## src/design/minimum_spanning_tree_prim_unit_defines.svh

```systemverilog
// Assertion macros shared by the spanning tree unit.
// Expects clk and rst in scope at the point of use.
`ifndef MINIMUM_SPANNING_TREE_PRIM_UNIT_DEFINES_SVH
`define MINIMUM_SPANNING_TREE_PRIM_UNIT_DEFINES_SVH

// Same-cycle implication, idle during reset.
`define MST_ASSERT_NOW(label, ante, cons, msg) \
  label: assert property (@(posedge clk) disable iff (rst) (ante) |-> (cons)) \
    else $error(msg);

// Next-cycle implication, idle during reset.
`define MST_ASSERT_NEXT(label, ante, cons, msg) \
  label: assert property (@(posedge clk) disable iff (rst) (ante) |=> (cons)) \
    else $error(msg);

`endif

```

## src/design/mst_pkg.sv

```systemverilog
// Shared types and constants for the spanning tree unit.
// No dependencies.
package mst_pkg;

  localparam int MAX_VERTICES_DEF = 32;
  localparam int WEIGHT_BITS_DEF  = 16;

  localparam logic [5:0] VERTEX_COUNT_RST = 6'd2;

  localparam logic CMD_LOAD = 1'b0;
  localparam logic CMD_RUN  = 1'b1;

  // word index of the vertex count register
  localparam logic REG_VERTEX_COUNT = 1'b0;

  typedef struct packed {
    logic [4:0]  end_low;
    logic [4:0]  end_high;
    logic [14:0] edge_weight;
    logic        last_edge;
    logic        disconnected;
  } mst_result_t;

endpackage

```

## src/design/mst_ctrl.sv

```systemverilog
// Prim sequencer: scans crossing edges through the weight table read port,
// keeps the lightest one per round and hands each tree edge out.
// Depends on mst_pkg and the assertion macro header.
`include "minimum_spanning_tree_prim_unit_defines.svh"

module mst_ctrl #(
  parameter int MAX_VERTICES = 32,
  parameter int WEIGHT_BITS  = 16
) (
  input  logic                                         clk,
  input  logic                                         rst,
  input  logic                                         start,
  input  logic [$clog2(MAX_VERTICES+1)-1:0]            n_active,
  input  logic                                         res_room,
  output logic                                         rd_en,
  output logic [$clog2(MAX_VERTICES*MAX_VERTICES)-1:0] rd_addr,
  input  logic [WEIGHT_BITS-1:0]                       rd_data,
  output logic                                         busy,
  output logic                                         res_push,
  output mst_pkg::mst_result_t                         res
);

  localparam int VW = $clog2(MAX_VERTICES);
  localparam int NW = $clog2(MAX_VERTICES+1);
  localparam int AW = $clog2(MAX_VERTICES*MAX_VERTICES);

  localparam logic [1:0] S_IDLE  = 2'd0;
  localparam logic [1:0] S_SCAN  = 2'd1;
  localparam logic [1:0] S_DRAIN = 2'd2;
  localparam logic [1:0] S_EMIT  = 2'd3;

  logic [1:0]              state;
  logic [VW-1:0]           t;
  logic [VW-1:0]           j;
  logic [VW-1:0]           round;
  logic [MAX_VERTICES-1:0] in_tree;
  logic                    found;
  logic [WEIGHT_BITS-1:0]  best_w;
  logic [VW-1:0]           best_lo;
  logic [VW-1:0]           best_hi;
  logic                    p_valid;
  logic [VW-1:0]           p_lo;
  logic [VW-1:0]           p_hi;

  logic [NW-1:0] nm1;
  logic          j_lt_t;
  logic          j_eq_t;
  logic [NW:0]   diff;
  logic [VW-1:0] other;
  logic [VW-1:0] lo;
  logic [VW-1:0] hi;
  logic          cand_v;
  logic          t_done;
  logic          scan_last;
  logic          better;
  logic          round_last;
  logic [31:0]   w32;

  assign nm1    = n_active - NW'(1);
  assign j_lt_t = j < t;
  assign j_eq_t = j == t;
  // higher others are visited from the top down: j = t+1 maps to n-1
  assign diff   = (NW+1)'(n_active) + (NW+1)'(t) - (NW+1)'(j);
  assign other  = j_lt_t ? j : VW'(diff);
  assign lo     = j_lt_t ? j : t;
  assign hi     = j_lt_t ? t : other;
  assign cand_v = !j_eq_t && in_tree[t] && !in_tree[other];

  // a vertex outside the tree has nothing to scan
  assign t_done    = !in_tree[t] || (NW'(j) == nm1);
  assign scan_last = t_done && (NW'(t) == nm1);

  assign rd_en   = state == S_SCAN;
  assign rd_addr = AW'(hi) * AW'(MAX_VERTICES) + AW'(lo);

  assign better = p_valid && !rd_data[WEIGHT_BITS-1] && (!found || rd_data < best_w);

  assign round_last = NW'(round) == (n_active - NW'(2));
  assign w32        = 32'(best_w);

  assign busy     = state != S_IDLE;
  assign res_push = (state == S_EMIT) && res_room;

  always_comb begin
    res.end_low      = found ? 5'(best_lo) : 5'd0;
    res.end_high     = found ? 5'(best_hi) : 5'd0;
    res.edge_weight  = found ? w32[14:0] : 15'd0;
    res.last_edge    = !found || round_last;
    res.disconnected = !found;
  end

  always_ff @(posedge clk) begin
    if (rst) begin
      state   <= S_IDLE;
      in_tree <= '0;
      found   <= 1'b0;
      round   <= '0;
      p_valid <= 1'b0;
      t       <= '0;
      j       <= '0;
    end else begin
      p_valid <= (state == S_SCAN) && cand_v;
      // compare the entry read in the previous cycle
      if (better) begin
        found   <= 1'b1;
        best_w  <= rd_data;
        best_lo <= p_lo;
        best_hi <= p_hi;
      end
      unique case (state)
        S_IDLE: begin
          if (start) begin
            in_tree <= MAX_VERTICES'(1);
            found   <= 1'b0;
            round   <= '0;
            t       <= '0;
            j       <= '0;
            state   <= S_SCAN;
          end
        end
        S_SCAN: begin
          p_lo    <= lo;
          p_hi    <= hi;
          if (t_done) begin
            j <= '0;
            t <= t + VW'(1);
            if (scan_last) begin
              state <= S_DRAIN;
            end
          end else begin
            j <= j + VW'(1);
          end
        end
        S_DRAIN: begin
          state <= S_EMIT;
        end
        S_EMIT: begin
          if (res_room) begin
            if (!found || round_last) begin
              state <= S_IDLE;
            end else begin
              in_tree[best_lo] <= 1'b1;
              in_tree[best_hi] <= 1'b1;
              round            <= round + VW'(1);
              found            <= 1'b0;
              t                <= '0;
              j                <= '0;
              state            <= S_SCAN;
            end
          end
        end
        default: begin
          state <= S_IDLE;
        end
      endcase
    end
  end

  `MST_ASSERT_NOW(a_root_in_tree, state != S_IDLE, in_tree[0], "root vertex left the tree")
  `MST_ASSERT_NEXT(a_start_tree, start && !busy, in_tree == MAX_VERTICES'(1), "bad tree seed")
  `MST_ASSERT_NOW(a_edge_order, res_push && !res.disconnected, res.end_low < res.end_high, "ends swapped")
  `MST_ASSERT_NEXT(a_run_end, res_push && res.last_edge, state == S_IDLE, "run outlived last beat")
  `MST_ASSERT_NOW(a_pipe_src, p_valid, $past(state) == S_SCAN, "compare stage fed outside a scan")

endmodule

```

## config.mk

```make
export PLATFORM = sky130hd
export DESIGN_NAME = mst_ctrl
export DESIGN_NICKNAME = d
export VERILOG_FILES = /design/src/design/mst_pkg.sv /design/src/design/mst_ctrl.sv
export VERILOG_INCLUDE_DIRS = /design/src /design/src/design
export SDC_FILE = /design/constraint.sdc
export NUM_CORES = 1
export LEC_CHECK = 0
export ABC_AREA = 1
export BUFFER_PORTS_ARGS = -buffer_cell sky130_fd_sc_hd__buf_2
export CELL_PAD_IN_SITES_DETAIL_PLACEMENT = 2
export CELL_PAD_IN_SITES_GLOBAL_PLACEMENT = 2
export CORE_UTILIZATION = 38
export CTS_BUF_LIST = sky130_fd_sc_hd__clkbuf_4 sky130_fd_sc_hd__clkbuf_8 sky130_fd_sc_hd__clkbuf_16
export DETAILED_ROUTE_END_ITERATION = 10
export PLACE_DENSITY_LB_ADDON = 0.2
export SLEW_MARGIN = 5
export SYNTH_ARGS = -nofsm -noshare
export SYNTH_HDL_FRONTEND = slang
export SYNTH_SLANG_ARGS = --single-unit
```

## constraint.sdc

```tcl
create_clock -name clk -period 12.3 [get_ports clk]
set_input_delay 3.075 -clock clk [delete_from_list [all_inputs] [get_ports clk]]
set_output_delay 3.075 -clock clk [all_outputs]
set_load 0.02 [all_outputs]
```

-- Word-level counts from Yosys, hierarchy flattened
Cells that the tools add are included.
- output and inout port bits: 40
- logic and storage cells: 109
- bits of input ports: 26
- flip-flop bits (word level): 87
- mux-type cells: 39
- add/sub/neg operators: 8
- reductions and logical operators: 27
- order comparisons: 8
- bitwise gates (word level): 3
- eq/ne operators: 12
- operator list (cell ; number):
    $mux W32 ; 3
    $or A32 B32 Y32 ; 2
    $pmux W32 S2 ; 1
    $mux W5 ; 12
    $pmux W5 S3 ; 2
    $lt A5 B6 Y1 const B ; 4
    $eq A5 B6 Y1 ; 3
    $lt A16 B16 Y1 ; 1
    $add A5 B1 Y5 const B ; 3
    $mux W15 ; 1
    $reduce_and A4 Y1 ; 3
    $add A10 B5 Y10 ; 1
    $bmux W1 S5 ; 2
    $demux W1 S5 ; 2
    $ge A5 B1 Y1 const B ; 2
    $pmux W5 S2 ; 1
    $logic_and A1 B1 Y1 ; 9
    $mux W1 ; 9
    $mux W2 ; 4
    $pmux W2 S4 ; 1
    $ne A2 B2 Y1 const B ; 3
    $sub A6 B1 Y6 const B ; 1
    $sub A6 B2 Y6 const B ; 1
    $add A5 B5 Y5 ; 1
    other kinds (15) ; 25

-- Logic depth before layout (Yosys ltp)
Gate-level depths: netlist of the first run.
- word-level depth: 9
- mapped depth: 19
- depth with buffers taken out: 17

-- Least setup slack after synthesis of the first run
No wires, ideal clock.
- path type: input -> output
- start: in n_active[1]
- end: out rd_addr[8]
- data arrival time: 5.181 ns
- stages: 11
- setup slack: 4.044 ns
- cell sequence: inv_1 -> fa_1 -> inv_1 -> ha_1 -> nand2_1 -> inv_1 -> o21ai_0 -> a21oi_1 -> o21ai_0 -> o21ai_0 -> o21ai_0
- cells in the longest elaborated chain, start to end: 5
- RTL lines (element ; line ; text):
    from (decl) ; mst_ctrl.sv:13 ; input logic [$clog2(MAX_VERTICES+1)-1:0] n_active,
    $add A5 B5 Y5 ; mst_ctrl.sv:63 ; assign diff = (NW+1)'(n_active) + (NW+1)'(t) - (NW+1)'(j);
    $sub A5 B5 Y5 ; mst_ctrl.sv:63 ;
    $mux W5 ; mst_ctrl.sv:64 ; assign other = j_lt_t ? j : VW'(diff);
    $mux W5 ; mst_ctrl.sv:66 ; assign hi = j_lt_t ? t : other;
    $add A10 B5 Y10 ; mst_ctrl.sv:74 ; assign rd_addr = AW'(hi) * AW'(MAX_VERTICES) + AW'(lo);
    to (decl) ; mst_ctrl.sv:16 ; output logic [$clog2(MAX_VERTICES*MAX_VERTICES)-1:0] rd_addr,
Every way passes these cells.

-- Worst setup path after layout of the first run
Ends and elaborated chain as after synthesis.

==> results of run 1 <==
## worst register-to-register path, delay by kind of cell, from the launching register on
kind	cells	cell delay (ns)
simple gates	14	2.08
flops	1	0.72
fa+ha+maj	1	0.41
buf+inv	1	0.38
## cells by family (layout without fill, tap and decap cells)
| family | Yosys count | after routing | synth area share |
|---|---|---|---|
| buf+inv | 155 | 213 | 0.1055 |
| fa+ha+maj | 40 | 40 | 0.08753 |
| simple gates | 313 | 313 | 0.2585 |
| xor+xnor | 27 | 27 | 0.03902 |
| flops | 87 | 87 | 0.3468 |
| compound gates | 157 | 157 | 0.1627 |
## per-stage QoR
step                hold WS, ns  setup slack, ns
floorplan                0.4003            4.044
global placement         0.4070            3.656
detailed placement       0.4213            3.491
CTS                      0.4371            3.497
global route             0.4492            3.323
finish                   0.4436            3.507
## power groups by stage
stage	sequential, mW	clock, mW	combinational, mW
after floorplan	0.339	0	0.386
after CTS	0.342	0.292	0.529
after detailed placement	0.348	0	0.526
after global placement	0.346	0	0.500
after global routing	0.344	0.301	0.579
final	0.342	0.292	0.533
## sequential cells by signal, summed over array words and instances, names as in the netlist
name	count
in_tree	32
best_w	16
best_hi	5
best_lo	5
j	5
p_hi	5
p_lo	5
round	5
t	5
state	2
found	1
p_valid	1
## area by class of cell
cell class / instances / area (um2) / share of cell area
Multi-Input combinational cell: 537 / 3324 / 0.4864
Sequential cell: 87 / 2102 / 0.3075
Inverter: 127 / 476.7 / 0.06974
Timing Repair Buffer: 70 / 362.8 / 0.05308
Clock buffer: 13 / 279.0 / 0.04082
Tap cell: 211 / 264.0 / 0.03862
Clock inverter: 3 / 26.28 / 0.003844
## per-layer routing
metal	wire (um)	vias up	part of all wire
li1	-	2725	-
met1	10020	2958	0.44
met2	11450	148	0.50
met3	935	29	0.041
met4	433	0	0.019
met5	0	-	0
## cell usage after synthesis (all sizes together)
cell type,count
a21o,1
a21oi,76
a221o,5
a221oi,24
a22oi,5
and3,2
buf,21
clkbuf,7
dfxtp,51
edfxtp,36
fa,4
ha,36
inv,127
nand2,165
nand3,58
nand3b,3
nand4,7
nor2,29
nor3,45
o211ai,3
o21ai,41
o22ai,2
or2,4
xnor2,8
xor2,19
## path summary, 6_finish.rpt
check	endpoint	from	slack (ns)	cells after the start
worst max-delay path	rd_addr[8]	n_active[1]	3.51	13
worst min-delay path	best_lo[4]	p_lo[4]	0.44	0
worst max register to register	p_valid	t[2]	8.60	16
worst min register to register	best_lo[4]	p_lo[4]	0.44	0
==> flow_summary.toml, run 1 <==
[outcome]
status = "complete, no violations"

[critical_path]
crit_path_start_kind = "input port"
path_max_fanout = 5
cp_slowest_stage_delay_ns = 0.58
crit_required_ns = 9.22
critPathTopFamily = "compound AO/OA/AOI/OAI gates"
crit_top_cell = "o21ai_0"
slowest_stage = "fa_1"
worst-path-buf-inv = 5
endpoint_kind = "output port"
cp.arrival_ns = 5.72
path_cells = "buf_2, inv_1, fa_1, inv_1, ha_1, nand2_1, inv_1, o21ai_0, a21oi_1, o21ai_0, o21ai_0, o21ai_0, buf_2"
crit_type = "input port to output port"

[layout]
final_nets = 898
final_common_cell = "nand2_1"
n_fill_cell = 1781
finish.instance_area_mm2 = 0.006835
final_cell_mix = "nand2_1 (154), inv_1 (122), buf_2 (65)"
final_cell_count_no_fill = 1048
antenna-diode-count = 0
final_core_util = 0.4447
areaGrowthSynthToFinish_pct = 12.78
layout-drive-gt1-share = 0.1768

[logic_synthesis]
syn_nets = 845
ys_seq_area_frac = 0.3468
synth_seq_cells = 87
netlist_instances = 779
yosys_warnings = 0
ys_top_cells_by_area = "edfxtp_1 (18%), dfxtp_1 (17%), nand2_1 (9.5%), inv_1 (7.6%), ha_1 (7.4%)"
ys_types = 41
syn-cell-area_mm2 = 0.006061
synth_top_area_frac = 0.1784
synth_top_cell_by_area = "edfxtp_1"
synth.avg_cell_area_um2 = 7.780

[power_and_ir_drop]
power_mw = 1.167
internal_power_mw = 0.6306
powerDensity_mw_per_mm2 = 170.8
p_sw_mw = 0.5367
p_comb_frac = 0.457
netSwitchingFraction = 0.4597
p_seq_frac = 0.293
clkPwrFrac = 0.250
leakagePower_nw = 3.045
ir_drop_v = 0.0001716

[clock_tree]
root_buffer = "clkbuf_16"
postCtsHoldBufs = 0
cts_setup_buffers = 0
cts.sinks = 87
clock_latency_ns = 0.37
cts_buffers = 9
cts_tree = "done"
cts_max_level = 3
clockBufferDepth = 2
post_cts_resize_count = 0
clk_pin_slew_ns = 0.07

[floorplan]
ios = 66
rows = 45
die_w_um = 128.3
fp.dieH_um = 128.3
start_util = 0.3943
die-area_mm2 = 0.01646
core_area_mm2 = 0.01537

[place]
gp_congestion = 0.8589
portBuffers = 65
place_hpwl_mm = 17.22
placedCellCount = 1032
placed_cell_area_mm2 = 0.006530

[global_routing]
use_met2 = 0.5173
antenna_found_initial = 0
grt_util_met3 = 0.04048
met1_usage = 0.3662
busiest_layer = "met2"
grt_pass1_vias = 6348
grt_max_degree = 46
grt.total_usage = 0.2942
grt-ovfl-total = 0
grt_first_pass_wirelength_mm = 36.27

[timing]
slew_violations = 0
fin_tns_setup_ns = 0
rsz0062_at_grt = "false"
hold_viol = 0
period_minus_slack_ns = 8.793
setup_viol = 0
worstMarginPinSlew_ns = 1.041
finClkSkew_ns = 0.01079
max-slew-margin-rel = 0.3053
min_period_over_period = 0.7149
fmax_ghz = 0.1137

[drt]
drtPass1Iterations = 7
drcViolationCount = 0
drt_iter0_markers = 391
finalWirelength_mm = 22.84
vias = 5860
ant_nets = 0
vias_per_cell = 5.592
wl_per_cell_um = 21.79

[run]
maxCapViolations = 0

[min_path]
hold_path_class = "register to register"
Power figures use the tool's default switching activity.
==> run 2, diff against run 1 <==
--- a/config.mk
+++ b/config.mk
@@ -10,7 +10,7 @@
 export BUFFER_PORTS_ARGS = -buffer_cell sky130_fd_sc_hd__buf_2
 export CELL_PAD_IN_SITES_DETAIL_PLACEMENT = 2
 export CELL_PAD_IN_SITES_GLOBAL_PLACEMENT = 2
-export CORE_UTILIZATION = 38
+export CORE_UTILIZATION = 35
 export CTS_BUF_LIST = sky130_fd_sc_hd__clkbuf_4 sky130_fd_sc_hd__clkbuf_8 sky130_fd_sc_hd__clkbuf_16
 export DETAILED_ROUTE_END_ITERATION = 10
 export PLACE_DENSITY_LB_ADDON = 0.2
==> constraint.sdc (replaced) <==
create_clock -name clk -period 8.5 [get_ports clk]
set_input_delay 2.125 -clock clk [delete_from_list [all_inputs] [get_ports clk]]
set_output_delay 2.125 -clock clk [all_outputs]
set_load 0.02 [all_outputs]
==> flow_summary.toml, run 2 (synthesized netlist as in run 1, its figures left out) <==
[critical_path]
crit_path_start_kind = "input port"
crit_required_ns = 6.38
crit_top_cell = "o21ai_0"
crit_type = "input port to output port"
worst-path-buf-inv = 5
cp_slowest_stage_delay_ns = 0.56
endpoint_kind = "output port"
path_cells = "buf_2, inv_1, fa_1, inv_1, ha_1, nand2_1, inv_1, o21ai_0, a21oi_1, o21ai_0, o21ai_0, o21ai_0, buf_2"
slowest_stage = "fa_1"
critPathTopFamily = "compound AO/OA/AOI/OAI gates"
cp.arrival_ns = 4.90
path_max_fanout = 5

[clock_tree]
cts.sinks = 87
clockBufferDepth = 2
cts_setup_buffers = 0
cts_buffers = 9
clk_pin_slew_ns = 0.06
root_buffer = "clkbuf_16"
postCtsHoldBufs = 0
post_cts_resize_count = 0
clock_latency_ns = 0.35
cts_max_level = 3
cts_tree = "done"

[global_routing]
grt-ovfl-total = 0
grt_pass1_vias = 6244
grt_max_degree = 46
antenna_found_initial = 0
grt_first_pass_wirelength_mm = 34.66
grt.total_usage = 0.2532

[drt]
vias = 5749
drt_iter0_markers = 249
ant_nets = 0
drcViolationCount = 0
drtPass1Iterations = 4
finalWirelength_mm = 21.82
wl_per_cell_um = 20.66
vias_per_cell = 5.444

[floorplan]
start_util = 0.3616
die-area_mm2 = 0.01785
core_area_mm2 = 0.01676
fp.dieH_um = 133.6
die_w_um = 133.6
rows = 47
ios = 66

[outcome]
status = "complete, no violations"

[timing]
hold_viol = 0
fmax_ghz = 0.1423
max-slew-margin-rel = 0.2720
slew_violations = 0
setup_viol = 0
fin_tns_setup_ns = 0
worstMarginPinSlew_ns = 1.090
period_minus_slack_ns = 7.026
rsz0062_at_grt = "false"
min_period_over_period = 0.8266
finClkSkew_ns = 0.007672

[layout]
final_common_cell = "nand2_1"
final_nets = 897
reg_top3 = "in_tree x32, best_w x16"
layout-drive-gt1-share = 0.1746
final_cell_count_no_fill = 1056
areaGrowthSynthToFinish_pct = 12.32
largest_reg_flops = 32
top_register = "in_tree"
final_cell_mix = "nand2_1 (154), inv_1 (122), buf_2 (65)"
finish.instance_area_mm2 = 0.006808
antenna-diode-count = 0

[place]
place_hpwl_mm = 16.53
placed_cell_area_mm2 = 0.006534
gp_congestion = 0.8714
portBuffers = 65
placedCellCount = 1040

[run]
maxCapViolations = 0

[power_and_ir_drop]
leakagePower_nw = 3.023
ir_drop_v = 0.0001426
powerDensity_mw_per_mm2 = 241.5

[min_path]
hold_path_class = "register to register"
==> run 2: final cells by class <==
type | instances | area, um2
clock inverter | 5 | 33.78
multi-input combinational | 537 | 3324
sequential | 87 | 2102
tap | 220 | 275.3
inverter | 127 | 476.7
timing repair buffer | 69 | 355.3
clock buffer | 11 | 240.2
fill | 1939 | 9952
==> run 2: final timing paths <==
path | startpoint | end | slack (ns) | depth (start not counted)
worst max register to register | t[1] | p_valid | 4.74 | 17
worst max-delay path | n_active[1] | rd_addr[8] | 1.47 | 13
worst min-delay path | p_lo[4] | best_lo[4] | 0.43 | 0
worst min register to register | p_lo[4] | best_lo[4] | 0.43 | 0
==> run 2: per-layer routing <==
layer	wire length [um]	part of all wire	global-route usage	vias up
met5	0	0	0	-
met4	302	0.014	0.06629	0
met3	751	0.034	0.03653	22
met2	11190	0.51	0.4595	113
met1	9569	0.44	0.3111	2890
li1	-	-	-	2724
==> run 2: where the power goes <==
part / leakage (nW) / switching (mW) / internal (mW)
clock network: 0.135 / 0.183 / 0.206
logic: 2.15 / 0.553 / 0.208
registers: 0.739 / 0.0252 / 0.470
total: 3.02 / 0.760 / 0.884
==> run 2: metrics by stage <==
stage / setup WS (ns) / util / hold WS, ns / total power [mW]
3_5_place_dp: 1.579 / 0.3898 / 0.4102 / 1.263
6_report: 1.474 / 0.4062 / 0.4291 / 1.644
5_1_grt: 1.397 / 0.4062 / 0.4436 / 1.747
2_1_floorplan: 2.144 / - / 0.4003 / 1.050
4_1_cts: 1.547 / 0.4062 / 0.4262 / 1.656
3_3_place_gp: 1.849 / 0.3898 / 0.4116 / 1.228
==> run 3, diff against run 2 <==
==> constraint.sdc (replaced) <==
create_clock -name clk -period 7 [get_ports clk]
set_input_delay 1.75 -clock clk [delete_from_list [all_inputs] [get_ports clk]]
set_output_delay 1.75 -clock clk [all_outputs]
set_load 0.02 [all_outputs]
==> flow_summary.toml, run 3 (synthesized netlist as in run 1, its figures left out) <==
[critical_path]
critPathLaunch = "n_active[1]"
cp.arrival_ns = 4.25
crit_type = "input port to output port"
crit_required_ns = 5.25
regToRegStartpoint = "t[1]"
endpoint_kind = "output port"
crit_path_start_kind = "input port"
path_max_fanout = 5

[timing]
finClkSkew_ns = 0.01258
min_period_over_period = 0.8572
fin_tns_setup_ns = 0
period_minus_slack_ns = 6.001
max-slew-margin-rel = 0.2709
worstMarginPinSlew_ns = 1.092
fmax_ghz = 0.1667
setup_viol = 0
rsz0062_at_grt = "false"
slew_violations = 0
hold_viol = 0

[clock_tree]
clk_pin_slew_ns = 0.07
cts_setup_buffers = 0
cts.sinks = 87
post_cts_resize_count = 0
clock_latency_ns = 0.36
root_buffer = "clkbuf_16"
postCtsHoldBufs = 0
cts_buffers = 9
cts_max_level = 3
cts_tree = "done"
clockBufferDepth = 2

[place]
place_hpwl_mm = 16.20
portBuffers = 65
gp_congestion = 0.8621
placed_cell_area_mm2 = 0.006534

[layout]
reg_top3 = "in_tree x32, best_w x16"
layout-drive-gt1-share = 0.1746
areaGrowthSynthToFinish_pct = 12.32
n_fill_cell = 1968
final_common_cell = "nand2_1"
antenna-diode-count = 0
finish.instance_area_mm2 = 0.006808
final_cell_mix = "nand2_1 (154), inv_1 (122), buf_2 (65)"
top_register = "in_tree"
final_nets = 897
largest_reg_flops = 32

[drt]
drt_iter0_markers = 222
finalWirelength_mm = 21.66
vias_per_cell = 5.420
drcViolationCount = 0
vias = 5723
ant_nets = 0
drtPass1Iterations = 4
wl_per_cell_um = 20.52

[global_routing]
grt_pass1_vias = 6256
grt-ovfl-total = 0
antenna_found_initial = 0
grt_first_pass_wirelength_mm = 34.87
grt.total_usage = 0.2536
grt_max_degree = 46

[floorplan]
start_util = 0.3616
core_area_mm2 = 0.01676
die-area_mm2 = 0.01785
ios = 66
fp.dieH_um = 133.6
rows = 47
die_w_um = 133.6

[power_and_ir_drop]
leakagePower_nw = 3.019
powerDensity_mw_per_mm2 = 292.8
ir_drop_v = 0.0001248

[outcome]
status = "complete, no violations"

[min_path]
hold_path_class = "register to register"
hp-start = "p_lo[1]"

[run]
maxCapViolations = 0
run 3: changes by cell type in the layout (fill, tap and decap cells not counted):
cell | before | now
clkinv_2 | 1 | 0
clkinv_4 | 0 | 1
clkinvlp_2 | 0 | 1
inv_6 | 2 | 1
run 3: final timing paths:
path,endpoint,slack (ns),cells after the start
setup / recovery,rd_addr[8],1.0,13
hold reg to reg,best_lo[1],0.43,0
setup reg to reg,p_valid,3.54,17
hold / removal,best_lo[1],0.43,0
run 3: area by class of cell:
cell class                      instances  area, um2  area share
Clock buffer                           11      240.2     0.03529
Timing Repair Buffer                   69      355.3     0.05220
Clock inverter                          5      33.78    0.004962
Inverter                              127      476.7     0.07002
Tap cell                              220      275.3     0.04043
Multi-Input combinational cell        537       3324      0.4883
Sequential cell                        87       2102      0.3088
run 3: critical path, cell delays in order:
cell and delay, ns:
buf_2 0.10, inv_1 0.11, fa_1 0.56, inv_1 0.08
ha_1 0.29, nand2_1 0.06, inv_1 0.04, o21ai_0 0.24
a21oi_1 0.11, o21ai_0 0.13, o21ai_0 0.22, o21ai_0 0.34
buf_2 0.24
run 3: power breakdown:
| group | switching (mW) | internal, mW |
|---|---|---|
| Clock | 0.224 | 0.249 |
| Sequential | 0.0292 | 0.571 |
| Combinational | 0.668 | 0.251 |
run 3: stage by stage:
stage	std cells	hold WS [ns]	utilization	total power, mW	worst slack [ns]
floorplan	779	0.4003	-	1.274	1.394
global placement	1040	0.4089	0.3898	1.493	1.109
detailed placement	1040	0.4197	0.3898	1.529	0.9877
CTS	1056	0.4298	0.4062	2.011	0.9658
global route	1056	0.4286	0.4062	2.112	0.7209
finish	1056	0.4294	0.4062	1.993	0.9995
run 3: routing by layer:
layer / global-route usage / vias to the layer above / routed length (um)
li1: - / 2724 / -
met5: 0 / - / 0
met3: 0.02740 / 26 / 616
met4: 0.07576 / 0 / 369
met2: 0.4534 / 96 / 11040
met1: 0.3191 / 2877 / 9633
